## src/design/iirdf1_pkg.sv

```systemverilog
`default_nettype none

package iirdf1_pkg;

    // default build of the filter
    localparam int ORDER_DEF          = 3;
    localparam int SAMPLE_BITS_DEF    = 16;
    localparam int COEF_FRAC_BITS_DEF = 14;

    // register file layout, fixed by the register map
    localparam int COEF_BITS     = 18;
    localparam int NUM_REGS      = 7;
    localparam int REG_IDX_BITS  = 3;
    localparam int APB_ADDR_BITS = 5;
    localparam int APB_DATA_BITS = 32;

    // register indexes
    localparam logic [REG_IDX_BITS-1:0] REG_FF0     = 3'd0;
    // feedback gain k sits at REG_FB_BASE + k
    localparam logic [REG_IDX_BITS-1:0] REG_FB_BASE = 3'd3;

    typedef enum logic [1:0] {
        S_IDLE,
        S_MAC,
        S_ACC,
        S_OUT
    } t_seq_state;

    // control from the sequencer to the shared mac
    typedef struct packed {
        logic issue;  // operands valid, multiply this cycle
        logic first;  // first product of a word, restart the sum
    } t_mac_ctl;

endpackage

`default_nettype wire

```

## src/design/iir_direct_form_one_filter.sv

```systemverilog
`default_nettype none

// channel   | dir | handshake                          | payload
// ----------+-----+------------------------------------+-----------------------------------
// s_axis    | in  | i_s_axis_tvalid / o_s_axis_tready  | tdata: sample_in
// m_axis    | out | o_m_axis_tvalid / i_m_axis_tready  | tdata: sample_out, tuser: clipped
// apb       | in  | psel, penable, pwrite, pready      | paddr, pwdata, prdata (gains)
//
// once a word is accepted it passes through the single multiplier at one tap per cycle,
// then a state drains the product register and a state rounds and saturates into the
// output register. an idle state follows, and a new word is taken only there, never while
// the last one is in flight. s_axis is not ready while a word is being worked on or while
// its result waits for the output register.
// synchronous active-low reset clears history and loads unity on the current-input gain, zero elsewhere.

module iir_direct_form_one_filter
    import iirdf1_pkg::*;
#(
    parameter int ORDER          = ORDER_DEF,
    parameter int SAMPLE_BITS    = SAMPLE_BITS_DEF,
    parameter int COEF_FRAC_BITS = COEF_FRAC_BITS_DEF
) (
    input  wire                                  i_clk,
    input  wire                                  i_rst_n,
    // input words
    input  wire                                  i_s_axis_tvalid,
    output logic                                 o_s_axis_tready,
    input  wire [((SAMPLE_BITS+7)/8)*8-1:0]      i_s_axis_tdata,  // sample_in
    // result words
    output logic                                 o_m_axis_tvalid,
    input  wire                                  i_m_axis_tready,
    output logic [((SAMPLE_BITS+7)/8)*8-1:0]     o_m_axis_tdata,  // sample_out
    output logic [0:0]                           o_m_axis_tuser,  // clipped
    // gain registers
    input  wire                                  psel,
    input  wire                                  penable,
    input  wire                                  pwrite,
    input  wire [APB_ADDR_BITS-1:0]              paddr,
    input  wire [APB_DATA_BITS-1:0]              pwdata,
    output logic [APB_DATA_BITS-1:0]             prdata,
    output logic                                 pready
);

    localparam int DATA_BITS = ((SAMPLE_BITS + 7) / 8) * 8;
    localparam int TAP_BITS  = $clog2(2*ORDER+1);
    localparam int HIDX_BITS = (ORDER > 1) ? $clog2(ORDER) : 1;
    // seven products of sample by gain plus the rounding term never overflow this
    localparam int ACC_BITS  = SAMPLE_BITS + COEF_BITS + 3;

    localparam logic signed [COEF_BITS-1:0] UNITY = COEF_BITS'(1) << COEF_FRAC_BITS;
    localparam logic signed [ACC_BITS-1:0]  SMAX  = ACC_BITS'((1 << (SAMPLE_BITS-1)) - 1);
    localparam logic signed [ACC_BITS-1:0]  SMIN  = -SMAX - ACC_BITS'(1);

    // gain registers, in register-map order
    logic signed [COEF_BITS-1:0]   r_coef [NUM_REGS];

    // history and the word being worked on
    logic signed [SAMPLE_BITS-1:0] r_x;
    logic signed [SAMPLE_BITS-1:0] r_past_in  [ORDER];
    logic signed [SAMPLE_BITS-1:0] r_past_out [ORDER];

    // output register
    logic                          r_out_valid;
    logic signed [SAMPLE_BITS-1:0] r_out_sample;
    logic                          r_out_clip;

    logic                          in_ready;
    logic                          in_fire;
    logic                          out_free;
    logic                          out_step;
    t_mac_ctl                      mac_ctl;
    logic [TAP_BITS-1:0]           tap;
    logic [TAP_BITS-1:0]           tap_m1;
    logic [HIDX_BITS-1:0]          hidx;
    logic [REG_IDX_BITS-1:0]       coef_idx;
    logic signed [SAMPLE_BITS-1:0] mac_sample;
    logic signed [COEF_BITS-1:0]   mac_coef;
    logic signed [ACC_BITS-1:0]    acc;
    logic signed [ACC_BITS-1:0]    acc_shr;
    logic signed [SAMPLE_BITS-1:0] y_sat;
    logic                          y_clip;

    logic                          cfg_wr;
    logic [REG_IDX_BITS-1:0]       cfg_idx;

    // ------------------------------------------------------------------
    // apb register port, zero wait states
    // ------------------------------------------------------------------
    assign pready  = 1'b1;
    assign cfg_idx = paddr[APB_ADDR_BITS-1:2];
    assign cfg_wr  = psel && penable && pwrite;

    always_ff @(posedge i_clk) begin
        if (!i_rst_n) begin
            // unity on the current-input gain, everything else zero
            for (int i = 0; i < NUM_REGS; i++) begin
                r_coef[i] <= (i == int'(REG_FF0)) ? UNITY : '0;
            end
        end else if (cfg_wr && (cfg_idx < REG_IDX_BITS'(NUM_REGS))) begin
            // only the low gain bits are kept, as two's complement
            r_coef[cfg_idx] <= pwdata[COEF_BITS-1:0];
        end
    end

    // reads return the gain sign extended; addresses past the map read zero
    always_comb begin
        prdata = '0;
        if (cfg_idx < REG_IDX_BITS'(NUM_REGS)) begin
            prdata = APB_DATA_BITS'(r_coef[cfg_idx]);
        end
    end

    // ------------------------------------------------------------------
    // sequencer
    // ------------------------------------------------------------------
    assign o_s_axis_tready = in_ready;
    assign in_fire         = i_s_axis_tvalid && in_ready;
    assign out_free        = !r_out_valid || i_m_axis_tready;

    iirdf1_seq #(
        .ORDER (ORDER)
    ) u_seq (
        .i_clk      (i_clk),
        .i_rst_n    (i_rst_n),
        .i_in_valid (i_s_axis_tvalid),
        .i_out_free (out_free),
        .o_in_ready (in_ready),
        .o_mac_ctl  (mac_ctl),
        .o_out_step (out_step),
        .o_tap      (tap)
    );

    always_ff @(posedge i_clk) begin
        if (in_fire) begin
            r_x <= i_s_axis_tdata[SAMPLE_BITS-1:0];
        end
    end

    // ------------------------------------------------------------------
    // operand select: tap 0 is the new sample, then for k = 1..ORDER
    // an odd tap takes ff gain k with x[n-k], an even tap fb gain k with y[n-k]
    // ------------------------------------------------------------------
    assign tap_m1 = tap - TAP_BITS'(1);
    assign hidx   = HIDX_BITS'(tap_m1 >> 1);

    always_comb begin
        if (tap == '0) begin
            coef_idx   = REG_FF0;
            mac_sample = r_x;
        end else if (tap[0]) begin
            coef_idx   = REG_IDX_BITS'(hidx) + REG_IDX_BITS'(1);
            mac_sample = r_past_in[hidx];
        end else begin
            coef_idx   = REG_FB_BASE + REG_IDX_BITS'(hidx) + REG_IDX_BITS'(1);
            mac_sample = r_past_out[hidx];
        end
        mac_coef = r_coef[coef_idx];
    end

    iirdf1_mac #(
        .SAMPLE_BITS    (SAMPLE_BITS),
        .COEF_FRAC_BITS (COEF_FRAC_BITS),
        .ACC_BITS       (ACC_BITS)
    ) u_mac (
        .i_clk    (i_clk),
        .i_rst_n  (i_rst_n),
        .i_ctl    (mac_ctl),
        .i_sample (mac_sample),
        .i_coef   (mac_coef),
        .o_acc    (acc)
    );

    // ------------------------------------------------------------------
    // round (half lsb already in the sum), floor shift, saturate
    // ------------------------------------------------------------------
    assign acc_shr = acc >>> COEF_FRAC_BITS;

    always_comb begin
        y_clip = 1'b0;
        y_sat  = SAMPLE_BITS'(acc_shr);
        if (acc_shr > SMAX) begin
            y_sat  = SAMPLE_BITS'(SMAX);
            y_clip = 1'b1;
        end else if (acc_shr < SMIN) begin
            y_sat  = SAMPLE_BITS'(SMIN);
            y_clip = 1'b1;
        end
    end

    // history shifts once per finished word; the saturated value is fed back
    always_ff @(posedge i_clk) begin
        if (!i_rst_n) begin
            for (int i = 0; i < ORDER; i++) begin
                r_past_in[i]  <= '0;
                r_past_out[i] <= '0;
            end
        end else if (out_step) begin
            for (int i = ORDER - 1; i > 0; i--) begin
                r_past_in[i]  <= r_past_in[i-1];
                r_past_out[i] <= r_past_out[i-1];
            end
            r_past_in[0]  <= r_x;
            r_past_out[0] <= y_sat;
        end
    end

    // ------------------------------------------------------------------
    // output register
    // ------------------------------------------------------------------
    always_ff @(posedge i_clk) begin
        if (!i_rst_n) begin
            r_out_valid <= 1'b0;
        end else if (out_step) begin
            r_out_valid <= 1'b1;
        end else if (i_m_axis_tready) begin
            r_out_valid <= 1'b0;
        end
    end

    always_ff @(posedge i_clk) begin
        if (out_step) begin
            r_out_sample <= y_sat;
            r_out_clip   <= y_clip;
        end
    end

    assign o_m_axis_tvalid = r_out_valid;
    assign o_m_axis_tdata  = DATA_BITS'($unsigned(r_out_sample));
    assign o_m_axis_tuser  = r_out_clip;

endmodule

`default_nettype wire

```

## src/design/iirdf1_mac.sv

```systemverilog
`default_nettype none

module iirdf1_mac
    import iirdf1_pkg::*;
#(
    parameter int SAMPLE_BITS    = SAMPLE_BITS_DEF,
    parameter int COEF_FRAC_BITS = COEF_FRAC_BITS_DEF,
    parameter int ACC_BITS       = SAMPLE_BITS_DEF + COEF_BITS + 3
) (
    input  wire                        i_clk,
    input  wire                        i_rst_n,
    input  wire t_mac_ctl              i_ctl,
    input  wire signed [SAMPLE_BITS-1:0] i_sample,
    input  wire signed [COEF_BITS-1:0]   i_coef,
    output logic signed [ACC_BITS-1:0]   o_acc
);

    localparam int PROD_BITS = SAMPLE_BITS + COEF_BITS;
    // half an lsb of the result, so the final shift rounds
    localparam logic signed [ACC_BITS-1:0] RND = ACC_BITS'(1) << (COEF_FRAC_BITS - 1);

    logic signed [PROD_BITS-1:0] r_prod;
    logic                        r_prod_vld;
    logic                        r_prod_first;
    logic signed [ACC_BITS-1:0]  r_acc;
    logic signed [ACC_BITS-1:0]  n_acc;

    always_ff @(posedge i_clk) begin
        if (!i_rst_n) begin
            r_prod_vld   <= 1'b0;
            r_prod_first <= 1'b0;
        end else begin
            r_prod_vld   <= i_ctl.issue;
            r_prod_first <= i_ctl.first;
        end
    end

    always_ff @(posedge i_clk) begin
        r_prod <= i_sample * i_coef;
    end

    always_comb begin
        n_acc = r_prod_first ? RND : r_acc;
        n_acc = n_acc + ACC_BITS'(r_prod);
    end

    always_ff @(posedge i_clk) begin
        if (r_prod_vld) begin
            r_acc <= n_acc;
        end
    end

    assign o_acc = r_acc;

endmodule

`default_nettype wire

```

## src/design/iirdf1_seq.sv

```systemverilog
`default_nettype none

module iirdf1_seq
    import iirdf1_pkg::*;
#(
    parameter int ORDER = ORDER_DEF
) (
    input  wire                                 i_clk,
    input  wire                                 i_rst_n,
    input  wire                                 i_in_valid,
    input  wire                                 i_out_free,
    output logic                                o_in_ready,
    output t_mac_ctl                            o_mac_ctl,
    output logic                                o_out_step,
    output logic [$clog2(2*ORDER+1)-1:0]        o_tap
);

    localparam int TAP_BITS = $clog2(2*ORDER+1);
    localparam logic [TAP_BITS-1:0] TAP_LAST = TAP_BITS'(2*ORDER);

    t_seq_state           r_state;
    t_seq_state           n_state;
    logic [TAP_BITS-1:0]  r_tap;
    logic [TAP_BITS-1:0]  n_tap;

    always_ff @(posedge i_clk) begin
        if (!i_rst_n) begin
            r_state <= S_IDLE;
            r_tap   <= '0;
        end else begin
            r_state <= n_state;
            r_tap   <= n_tap;
        end
    end

    // next state
    always_comb begin
        n_state = r_state;
        n_tap   = r_tap;
        case (r_state)
            S_IDLE: begin
                n_tap = '0;
                if (i_in_valid) begin
                    n_state = S_MAC;
                end
            end
            S_MAC: begin
                if (r_tap == TAP_LAST) begin
                    n_state = S_ACC;
                end else begin
                    n_tap = r_tap + TAP_BITS'(1);
                end
            end
            S_ACC: begin
                n_state = S_OUT;
            end
            S_OUT: begin
                if (i_out_free) begin
                    n_state = S_IDLE;
                end
            end
            default: begin
                n_state = S_IDLE;
            end
        endcase
    end

    // outputs
    always_comb begin
        o_in_ready      = 1'b0;
        o_mac_ctl.issue = 1'b0;
        o_mac_ctl.first = 1'b0;
        o_out_step      = 1'b0;
        case (r_state)
            S_IDLE: begin
                o_in_ready = 1'b1;
            end
            S_MAC: begin
                o_mac_ctl.issue = 1'b1;
                o_mac_ctl.first = (r_tap == '0);
            end
            S_ACC: begin
            end
            S_OUT: begin
                o_out_step = i_out_free;
            end
            default: begin
            end
        endcase
    end

    assign o_tap = r_tap;

endmodule

`default_nettype wire

```

## config.mk

```make
export PLATFORM = sky130hd
export DESIGN_NAME = iir_direct_form_one_filter
export DESIGN_NICKNAME = d
export VERILOG_FILES = /design/src/design/iirdf1_pkg.sv /design/src/design/iir_direct_form_one_filter.sv /design/src/design/iirdf1_mac.sv /design/src/design/iirdf1_seq.sv
export SDC_FILE = /design/constraint.sdc
export NUM_CORES = 1
export LEC_CHECK = 0
export ABC_AREA = 1
export BUFFER_PORTS_ARGS = -buffer_cell sky130_fd_sc_hd__buf_2
export CORE_MARGIN = 2
export CORE_UTILIZATION = 60
export DETAILED_ROUTE_END_ITERATION = 7
export GPL_TIMING_DRIVEN = 0
export HOLD_SLACK_MARGIN = 0.1
export PLACE_DENSITY_LB_ADDON = 0.2
export SLEW_MARGIN = 20
export SYNTH_ARGS = -nofsm -noshare
export SYNTH_HDL_FRONTEND = slang
export SYNTH_SLANG_ARGS = --single-unit
```

## constraint.sdc

```tcl
create_clock -name i_clk -period 14.05 [get_ports i_clk]
set_input_delay 3.5125 -clock i_clk [delete_from_list [all_inputs] [get_ports i_clk]]
set_output_delay 3.5125 -clock i_clk [all_outputs]
set_load 0.005 [all_outputs]
```

==> impl_results.md, run 1 <==
- Status: finished, final reports clean
- Avg Cell Area, Syn: between 8 and 9 sq um
- Top cells by count, synth: inv_1, nand2_1, nor2_1
- Area Growth Syn to Fin: 9.13%
- Share of cells above drive strength 1: slightly below 8%
- Shortest period the worst path allows: between 9000 and 10000 ps
- Worst path required time: approximately 11000 ps
- Synthesis-stage register bit count: roughly 350
- R2R Setup Slk: between 5000 and 6000 ps
- Period utilization: between 60% and 70%
- Final worst slack: ~4600 ps
- Vias after detailed routing: between 20000 and 30000
- Synth Area in Compound Gates: approximately 10%
- Top sig layer: met5
- Setup crit end kind: output port
- Initial detailed-routing violation count: approximately 3000
- Post-CTS setup buffer count: 0
- Sequential area share after synthesis: about 33%
- Avg Vias per Cell: 5.64
- Synth area leader: edfxtp_1
- Full die area: 52500 sq um
- Fin nets: ~4400
- Detailed Routing Iterations Pass 1: 6
- Count of input and output buffers: 93
- # rows: 82
- Setup TNS: 0 ps
- Clk pin slew, worst setup/hold paths: ~60 ps
- Number of flops mapped to enable cells by yosys: slightly below 300
- Worst R2R End: u_mac.r_prod[21]
- CTS tree: done
- Setup crit start kind: input port
- Top cells by area, synth: edfxtp_1, fa_1, inv_1
- Hold buffer count at CTS: 0
- Slew Limit Fails: 0
- Clock network latency to the later pin of the worst-skew pair: ~600 ps
- Mapped cell area: 30400 sq um
- Setup Viol. Count Final: 0
- Detail Placement HPWL: 71.9 mm
- Residual DRC count: 0
- Total CTS buffers: 40
- Worst Path Class, Setup: input port to output port
- Die height: around 230 um
- Largest net degree at the start of global routing: between 50 and 60
- Hold_sp: r_coef[6][17]
- Mux contribution to synthesized area: 0.0329%
- Met2 Routed Length: about 42 mm
- Async SR Flop Fraction: 0%
- Synth warn: 0
- Synth Area in Adders: around a quarter
- Filler cells: about 4300
- Max capacitance violation total: 0
- Vias in the first global route: 25900
- Critical path arrival: roughly 5900 ps
- Initial Util: roughly three fifths
- Hold/Removal Path Class: register to register
- Routed WL: about 92 mm
- Root buffer cell: clkbuf_16
- CP max FO: 15
- Worst Hold End: r_coef[6][17]
- DIE WIDTH: around 230 um
- Worst rel slew slack: between 20% and 30%
- Max Fclk: 106 MHz
- RSZ-0062 raised after global routing: false
- Final instance area: ~33000 sq um
- Fin. Hold Viols: 0
- WL/cell: approximately 20 um
- Wire length on met1: around 35 mm
- Mapped Cells: about 3800
- Xor/xnor cell area share of the yosys netlist: 1.26%
- Post-synth cell types: 50
- Count leader, synth: inv_1
- I/O Pins: between 100 and 150
- Antenna violations before repair: 2
- Num Clock Sinks: about 350
- Hold depth: 2
- ANT cells: 0
- Final Skew: 44.5 ps
- Max Buffers Root-to-Sink: 3
- Post-CTS Resized: 0
- Synth Area in Simple Gates: roughly a fifth
- Top cell type's share of synthesized area: between 20 and 30%
- Worst r2r src: u_seq.o_tap[0]
- Total Routing Usage GR: a little over a third
- DR WL met3: 9.96 mm
- Placed cell areas: between 30000 and 40000 sq um
- Ys flop type: edfxtp_1
- Largest family of logic cells by synthesized area: adder cells
- Gpl congestion: 1.03
- First-pass GRT wire length: 143 mm
- Core Area: between 50000 and 60000 sq um
- Worst reg2reg path depth: 30
- Grt total ovfl: 0
- H-tree Lvls: 2
- Placement Setup Slack: about 4700 ps
- Post-DRT Antenna Nets: 0
- Worst-Margin Slew: around 1100 ps
[per-layer routing]
layer | global-route usage (%) | up-vias
met5 | 0 | -
met4 | 16.9 | 4
met3 | 8.81 | 291
met2 | 57.1 | 1397
met1 | 46.0 | 12300
li1 | - | 12000
[stage by stage]
stage / cells / util (%) / hold WS, ps
after floorplan: 3767 / - / 444
after global placement: 4532 / 63.5 / 458
after detailed placement: 4534 / 63.6 / 467
after CTS: 4608 / 66.3 / 477
after global routing: 4608 / 66.3 / 486
final: 4608 / 66.3 / 489
[critical path: stages]
cell and delay, ps:
buf_2 120, clkbuf_1 430, clkbuf_1 610, o211ai_1 200
a31oi_2 730, buf_4 230, buf_2 100
[layout by cell type (no fill, tap or decap), types with 6 or more instances in the layout]
| master | Yosys | layout |
|---|---|---|
| conb_1 | 2 | 19 |
| o21ai_0 | 175 | 175 |
| inv_1 | 762 | 762 |
| xor2_1 | 36 | 36 |
| a31oi_1 | 27 | 26 |
| dfxtp_1 | 60 | 59 |
| edfxtp_1 | 292 | 292 |
| ha_1 | 130 | 130 |
| nand4_1 | 19 | 19 |
| clkbuf_1 | 60 | 70 |
| fa_1 | 292 | 292 |
| o211ai_1 | 30 | 30 |
| clkbuf_16 | 0 | 40 |
| nand3_1 | 145 | 145 |
| nand2_2 | 9 | 9 |
| nor3_1 | 17 | 17 |
| a21oi_1 | 239 | 239 |
| nand2_1 | 741 | 740 |
| o21ai_2 | 7 | 7 |
| buf_2 | 39 | 132 |
| or2_2 | 17 | 17 |
| inv_2 | 16 | 16 |
| o21bai_1 | 12 | 12 |
| nor2_1 | 515 | 515 |
| a22oi_2 | 7 | 7 |
| clkinv_2 | 0 | 6 |
| buf_1 | 15 | 15 |
| o21ai_1 | 17 | 17 |
| buf_4 | 26 | 26 |
[final cells by class]
| cell class | count | area (sq um) | share of cell area [%] |
|---|---|---|---|
| Clock buffer | 53 | 1080 | 3.25 |
| Clock inverter | 21 | 256 | 0.773 |
| Inverter | 783 | 2940 | 8.86 |
| Multi-Input combinational cell | 2488 | 16900 | 50.8 |
| Sequential cell | 352 | 9970 | 30.0 |
| Buffer | 144 | 717 | 2.16 |
| Tap cell | 672 | 841 | 2.53 |
| Timing Repair Buffer | 95 | 520 | 1.57 |
[worst max path at each step]
| stage | from | end | slack (ps) | cells past startpoint |
|---|---|---|---|---|
| 6_report | paddr[3] | prdata[28] | 4600 | 7 |
| 5_1_grt | paddr[2] | prdata[18] | 4450 | 10 |
| 4_1_cts | paddr[3] | prdata[28] | 4680 | 7 |
| 3_5_place_dp | paddr[3] | prdata[28] | 4680 | 7 |
| 3_3_place_gp | paddr[3] | prdata[23] | 4370 | 7 |
| 2_1_floorplan | paddr[2] | prdata[18] | 5320 | 8 |
[logic make-up (layout without fill, tap and decap cells)]
group,count (synthesis),after routing
multiplexers,1,1
XOR/XNOR,42,42
AO/OA/AOI/OAI,533,533
AND/OR/NAND/NOR,1471,1471
other,2,19
flip-flops,352,352
buffers and inverters,927,1096
adder cells (fa/ha/maj),422,422
[state kept, by name (all words and copies together) (netlist names), 2 cells and up]
register        cells
o_m_axis_tdata     16
r_coef            144
r_past_in          48
r_past_out         48
r_x                16
u_mac.o_acc        37
u_mac.r_prod       34
u_seq.o_tap         3
u_seq.r_state       2
Power of run 1 is not shown: default switching activity piles up to over one toggle a cycle in this logic, so the estimate is an artifact.
==> inputs of run 2 (changes only) <==
--- a/config.mk
+++ b/config.mk
@@ -8,7 +8,7 @@
 export ABC_AREA = 1
 export BUFFER_PORTS_ARGS = -buffer_cell sky130_fd_sc_hd__buf_2
 export CORE_MARGIN = 2
-export CORE_UTILIZATION = 60
+export CORE_UTILIZATION = 58
 export DETAILED_ROUTE_END_ITERATION = 7
 export GPL_TIMING_DRIVEN = 0
 export HOLD_SLACK_MARGIN = 0.1
==> constraint.sdc (replaced) <==
create_clock -name i_clk -period 8.5 [get_ports i_clk]
set_input_delay 2.125 -clock i_clk [delete_from_list [all_inputs] [get_ports i_clk]]
set_output_delay 2.125 -clock i_clk [all_outputs]
set_load 0.005 [all_outputs]
==> run 2 against run 1 <==
- clock skew rose by 3.2 ps
- worst setup slack got worse by 4200 ps
- core utilization fell by 1.3 points
- hold slack got worse by 3.1 ps
- final cell count rose by 0.59%
- routed wire length rose by 2.4%
- critical path type is now register to register
- register-to-register slack got worse by 4700 ps
- count of clock-buffer cells in the layout did not move
- sequential share of layout area fell by 0.34 points
- largest cell class unchanged
- non-clock buffer count rose by 17
- first-iteration DRC count fell by 0.47%
==> impl_results.md, run 2 (synthesis results as in run 1) <==
- Hold buffer count at CTS: 0 (unchanged)
- Max reg flops: 144 (unchanged)
- Largest registers: r_coef: 144 flops, r_past_in: 48 flops, r_past_out: 48 flops
- Clock network latency to the later pin of the worst-skew pair: 610 ps (about the same)
- Area Growth Syn to Fin: 10.4%
- RSZ-0062 raised after global routing: false
- Worst Path Class, Setup: register to register
- I/O Pins: 112 (unchanged)
- Total Routing Usage GR: 35.0% (-0.81 points)
- Worst path required time: 8910 ps (-1630 ps)
- Die height: 233 um (+1.7%)
- Crit-path max cell delay: 570 ps (-160 ps)
- Max capacitance violation total: 0 (unchanged)
- Met2 Routed Length: 43.3 mm (+2.9%)
- Vias in the first global route: 25100 (-3.2%)
- Leading cell type in the layout, fill and taps excluded: inv_1
- Grt total ovfl: 0 (unchanged)
- Worst rel slew slack: 37.4% (+13 points)
- Largest net degree at the start of global routing: 52 (-8.8%)
- # rows: 83 (+1.2%)
- Setup Viol. Count Final: 0 (unchanged)
- ANT cells: 0 (unchanged)
- Fin nets: 4404 (+0.41%)
- Core Area: 51600 sq um (+3.1%)
- Share of cells above drive strength 1: 8.75% (+1.1 points)
- Initial Util: 58.9% (-1.8 points)
- Setup crit start kind: register
- Final worst slack: 356 ps (-4250 ps)
- Period utilization: 95.8%
- Detailed Routing Iterations Pass 1: 8 (+2)
- Slew Limit Fails: 0 (unchanged)
- Full die area: 54300 sq um (+3.4%)
- Max Fclk: approximately 120 MHz
- Worst-Margin Slew: 927 ps (-202 ps)
- Wire length on met1: 37.1 mm (+5.7%)
- Setup crit end kind: register
- CP max FO: 13 (-2)
- Critical path arrival: 8560 ps (+2620 ps)
- Vias after detailed routing: 26300 (+1.2%)
- Antenna violations before repair: 0 (-2)
- First-pass GRT wire length: 142 mm (-0.51%)
- WL/cell: 20.3 um (+1.8%)
- Top sig layer: met4
- WHS: 486 ps (-3.12 ps)
- Commonest non-fill, non-tap cells in the layout: inv_1, nand2_1, nor2_1
- DIE WIDTH: 233 um (+1.7%)
- Largest reg by FF count: r_coef
- Status: finished, final reports clean
- Final Skew: 47.7 ps (+3.17 ps)
- H-tree Lvls: 2 (unchanged)
- Routed WL: 94.1 mm (+2.4%)
- Max Buffers Root-to-Sink: 3 (unchanged)
- Initial detailed-routing violation count: 2960 (-0.47%)
- Fin. Hold Viols: 0 (unchanged)
- Residual DRC count: 0 (unchanged)
- DR WL met3: 9.30 mm (-6.6%)
- CTS tree: done
- Detail Placement HPWL: 73.2 mm (+1.8%)
- Total CTS buffers: 41 (+2.5%)
- Critical path's slowest cell: fa_1
- Count of input and output buffers: 93 (unchanged)
- Hold/Removal Path Class: register to register
- Num Clock Sinks: 352 (unchanged)
- Placement Setup Slack: -85.0 ps (-4760 ps)
- Clk pin slew, worst setup/hold paths: 60 ps (about the same)
- Post-DRT Antenna Nets: 0 (unchanged)
- Avg Vias per Cell: 5.67 (+0.59%)
- Shortest period the worst path allows: between 8000 and 9000 ps
- Root buffer cell: clkbuf_16
- Gpl congestion: 0.993 (-3.4%)
run 2: cell types whose count changed in the layout (fill, tap and decap cells not counted), sizes merged:
| cell | delta |
|---|---|
| buf | +10 |
| clkbuf | +7 |
| clkinv | +7 |
| inv | -4 |
| clkinvlp | -3 |
| bufinv | +2 |
run 2: area by class of cell:
| class | instances | area [sq um] |
|---|---|---|
| repair buffers | 112 | 691 |
| fillers | 4462 | 18000 |
| inverters | 783 | 2940 |
| plain buffers | 144 | 737 |
| well taps | 680 | 851 |
| clock buffers | 53 | 1150 |
| flip-flops and latches | 352 | 9970 |
| multi-input cells | 2488 | 17000 |
| clock inverters | 23 | 278 |
run 2: worst paths after layout:
check            startpoint          endpoint  slack (ps)  cells after the start
max          u_seq.o_tap[0]  u_mac.r_prod[20]         360                     32
min            r_coef[6][1]      r_coef[6][1]         490                      2
max reg2reg  u_seq.o_tap[0]  u_mac.r_prod[20]         360                     32
min reg2reg    r_coef[6][1]      r_coef[6][1]         490                      2
run 2: what timing repair did:
| action | CTS | global route |
|---|---|---|
| setup endpoints to repair | 4 | 16 |
| resized for setup | 2 | 44 |
| setup buffers | 0 | 17 |
| pin swaps | 0 | 10 |
| endpoints found under the hold margin | 0 | 0 |
run 2: metrics by stage:
| stage | cell area (sq um) | utilization (%) | setup TNS (ps) | std cells |
|---|---|---|---|---|
| after floorplan | 30500 | - | 0 | 3767 |
| after global placement | 31800 | 61.6 | -75.9 | 4540 |
| after detailed placement | 31900 | 61.7 | -123 | 4542 |
| after CTS | 33300 | 64.5 | 0 | 4618 |
| after global routing | 33600 | 65.0 | 0 | 4635 |
| final | 33600 | 65.0 | 0 | 4635 |
run 2: worst max-delay path, delay by kind of cell (launching register included):
family / cells / cell delay [ps]
fa+ha+maj: 8 / 4010
simple gates: 11 / 1680
buf+inv: 10 / 1340
compound gates: 3 / 570
flops: 1 / 340
run 2: metal layers:
| metal | vias to the layer above | global-route usage, % |
|---|---|---|
| li1 | 12000 | - |
| met1 | 12500 | 46.8 |
| met2 | 1474 | 56.4 |
| met4 | 0 | 15.0 |
| met3 | 259 | 5.81 |
| met5 | - | 0 |
Power of run 2 is left out for the same reason.
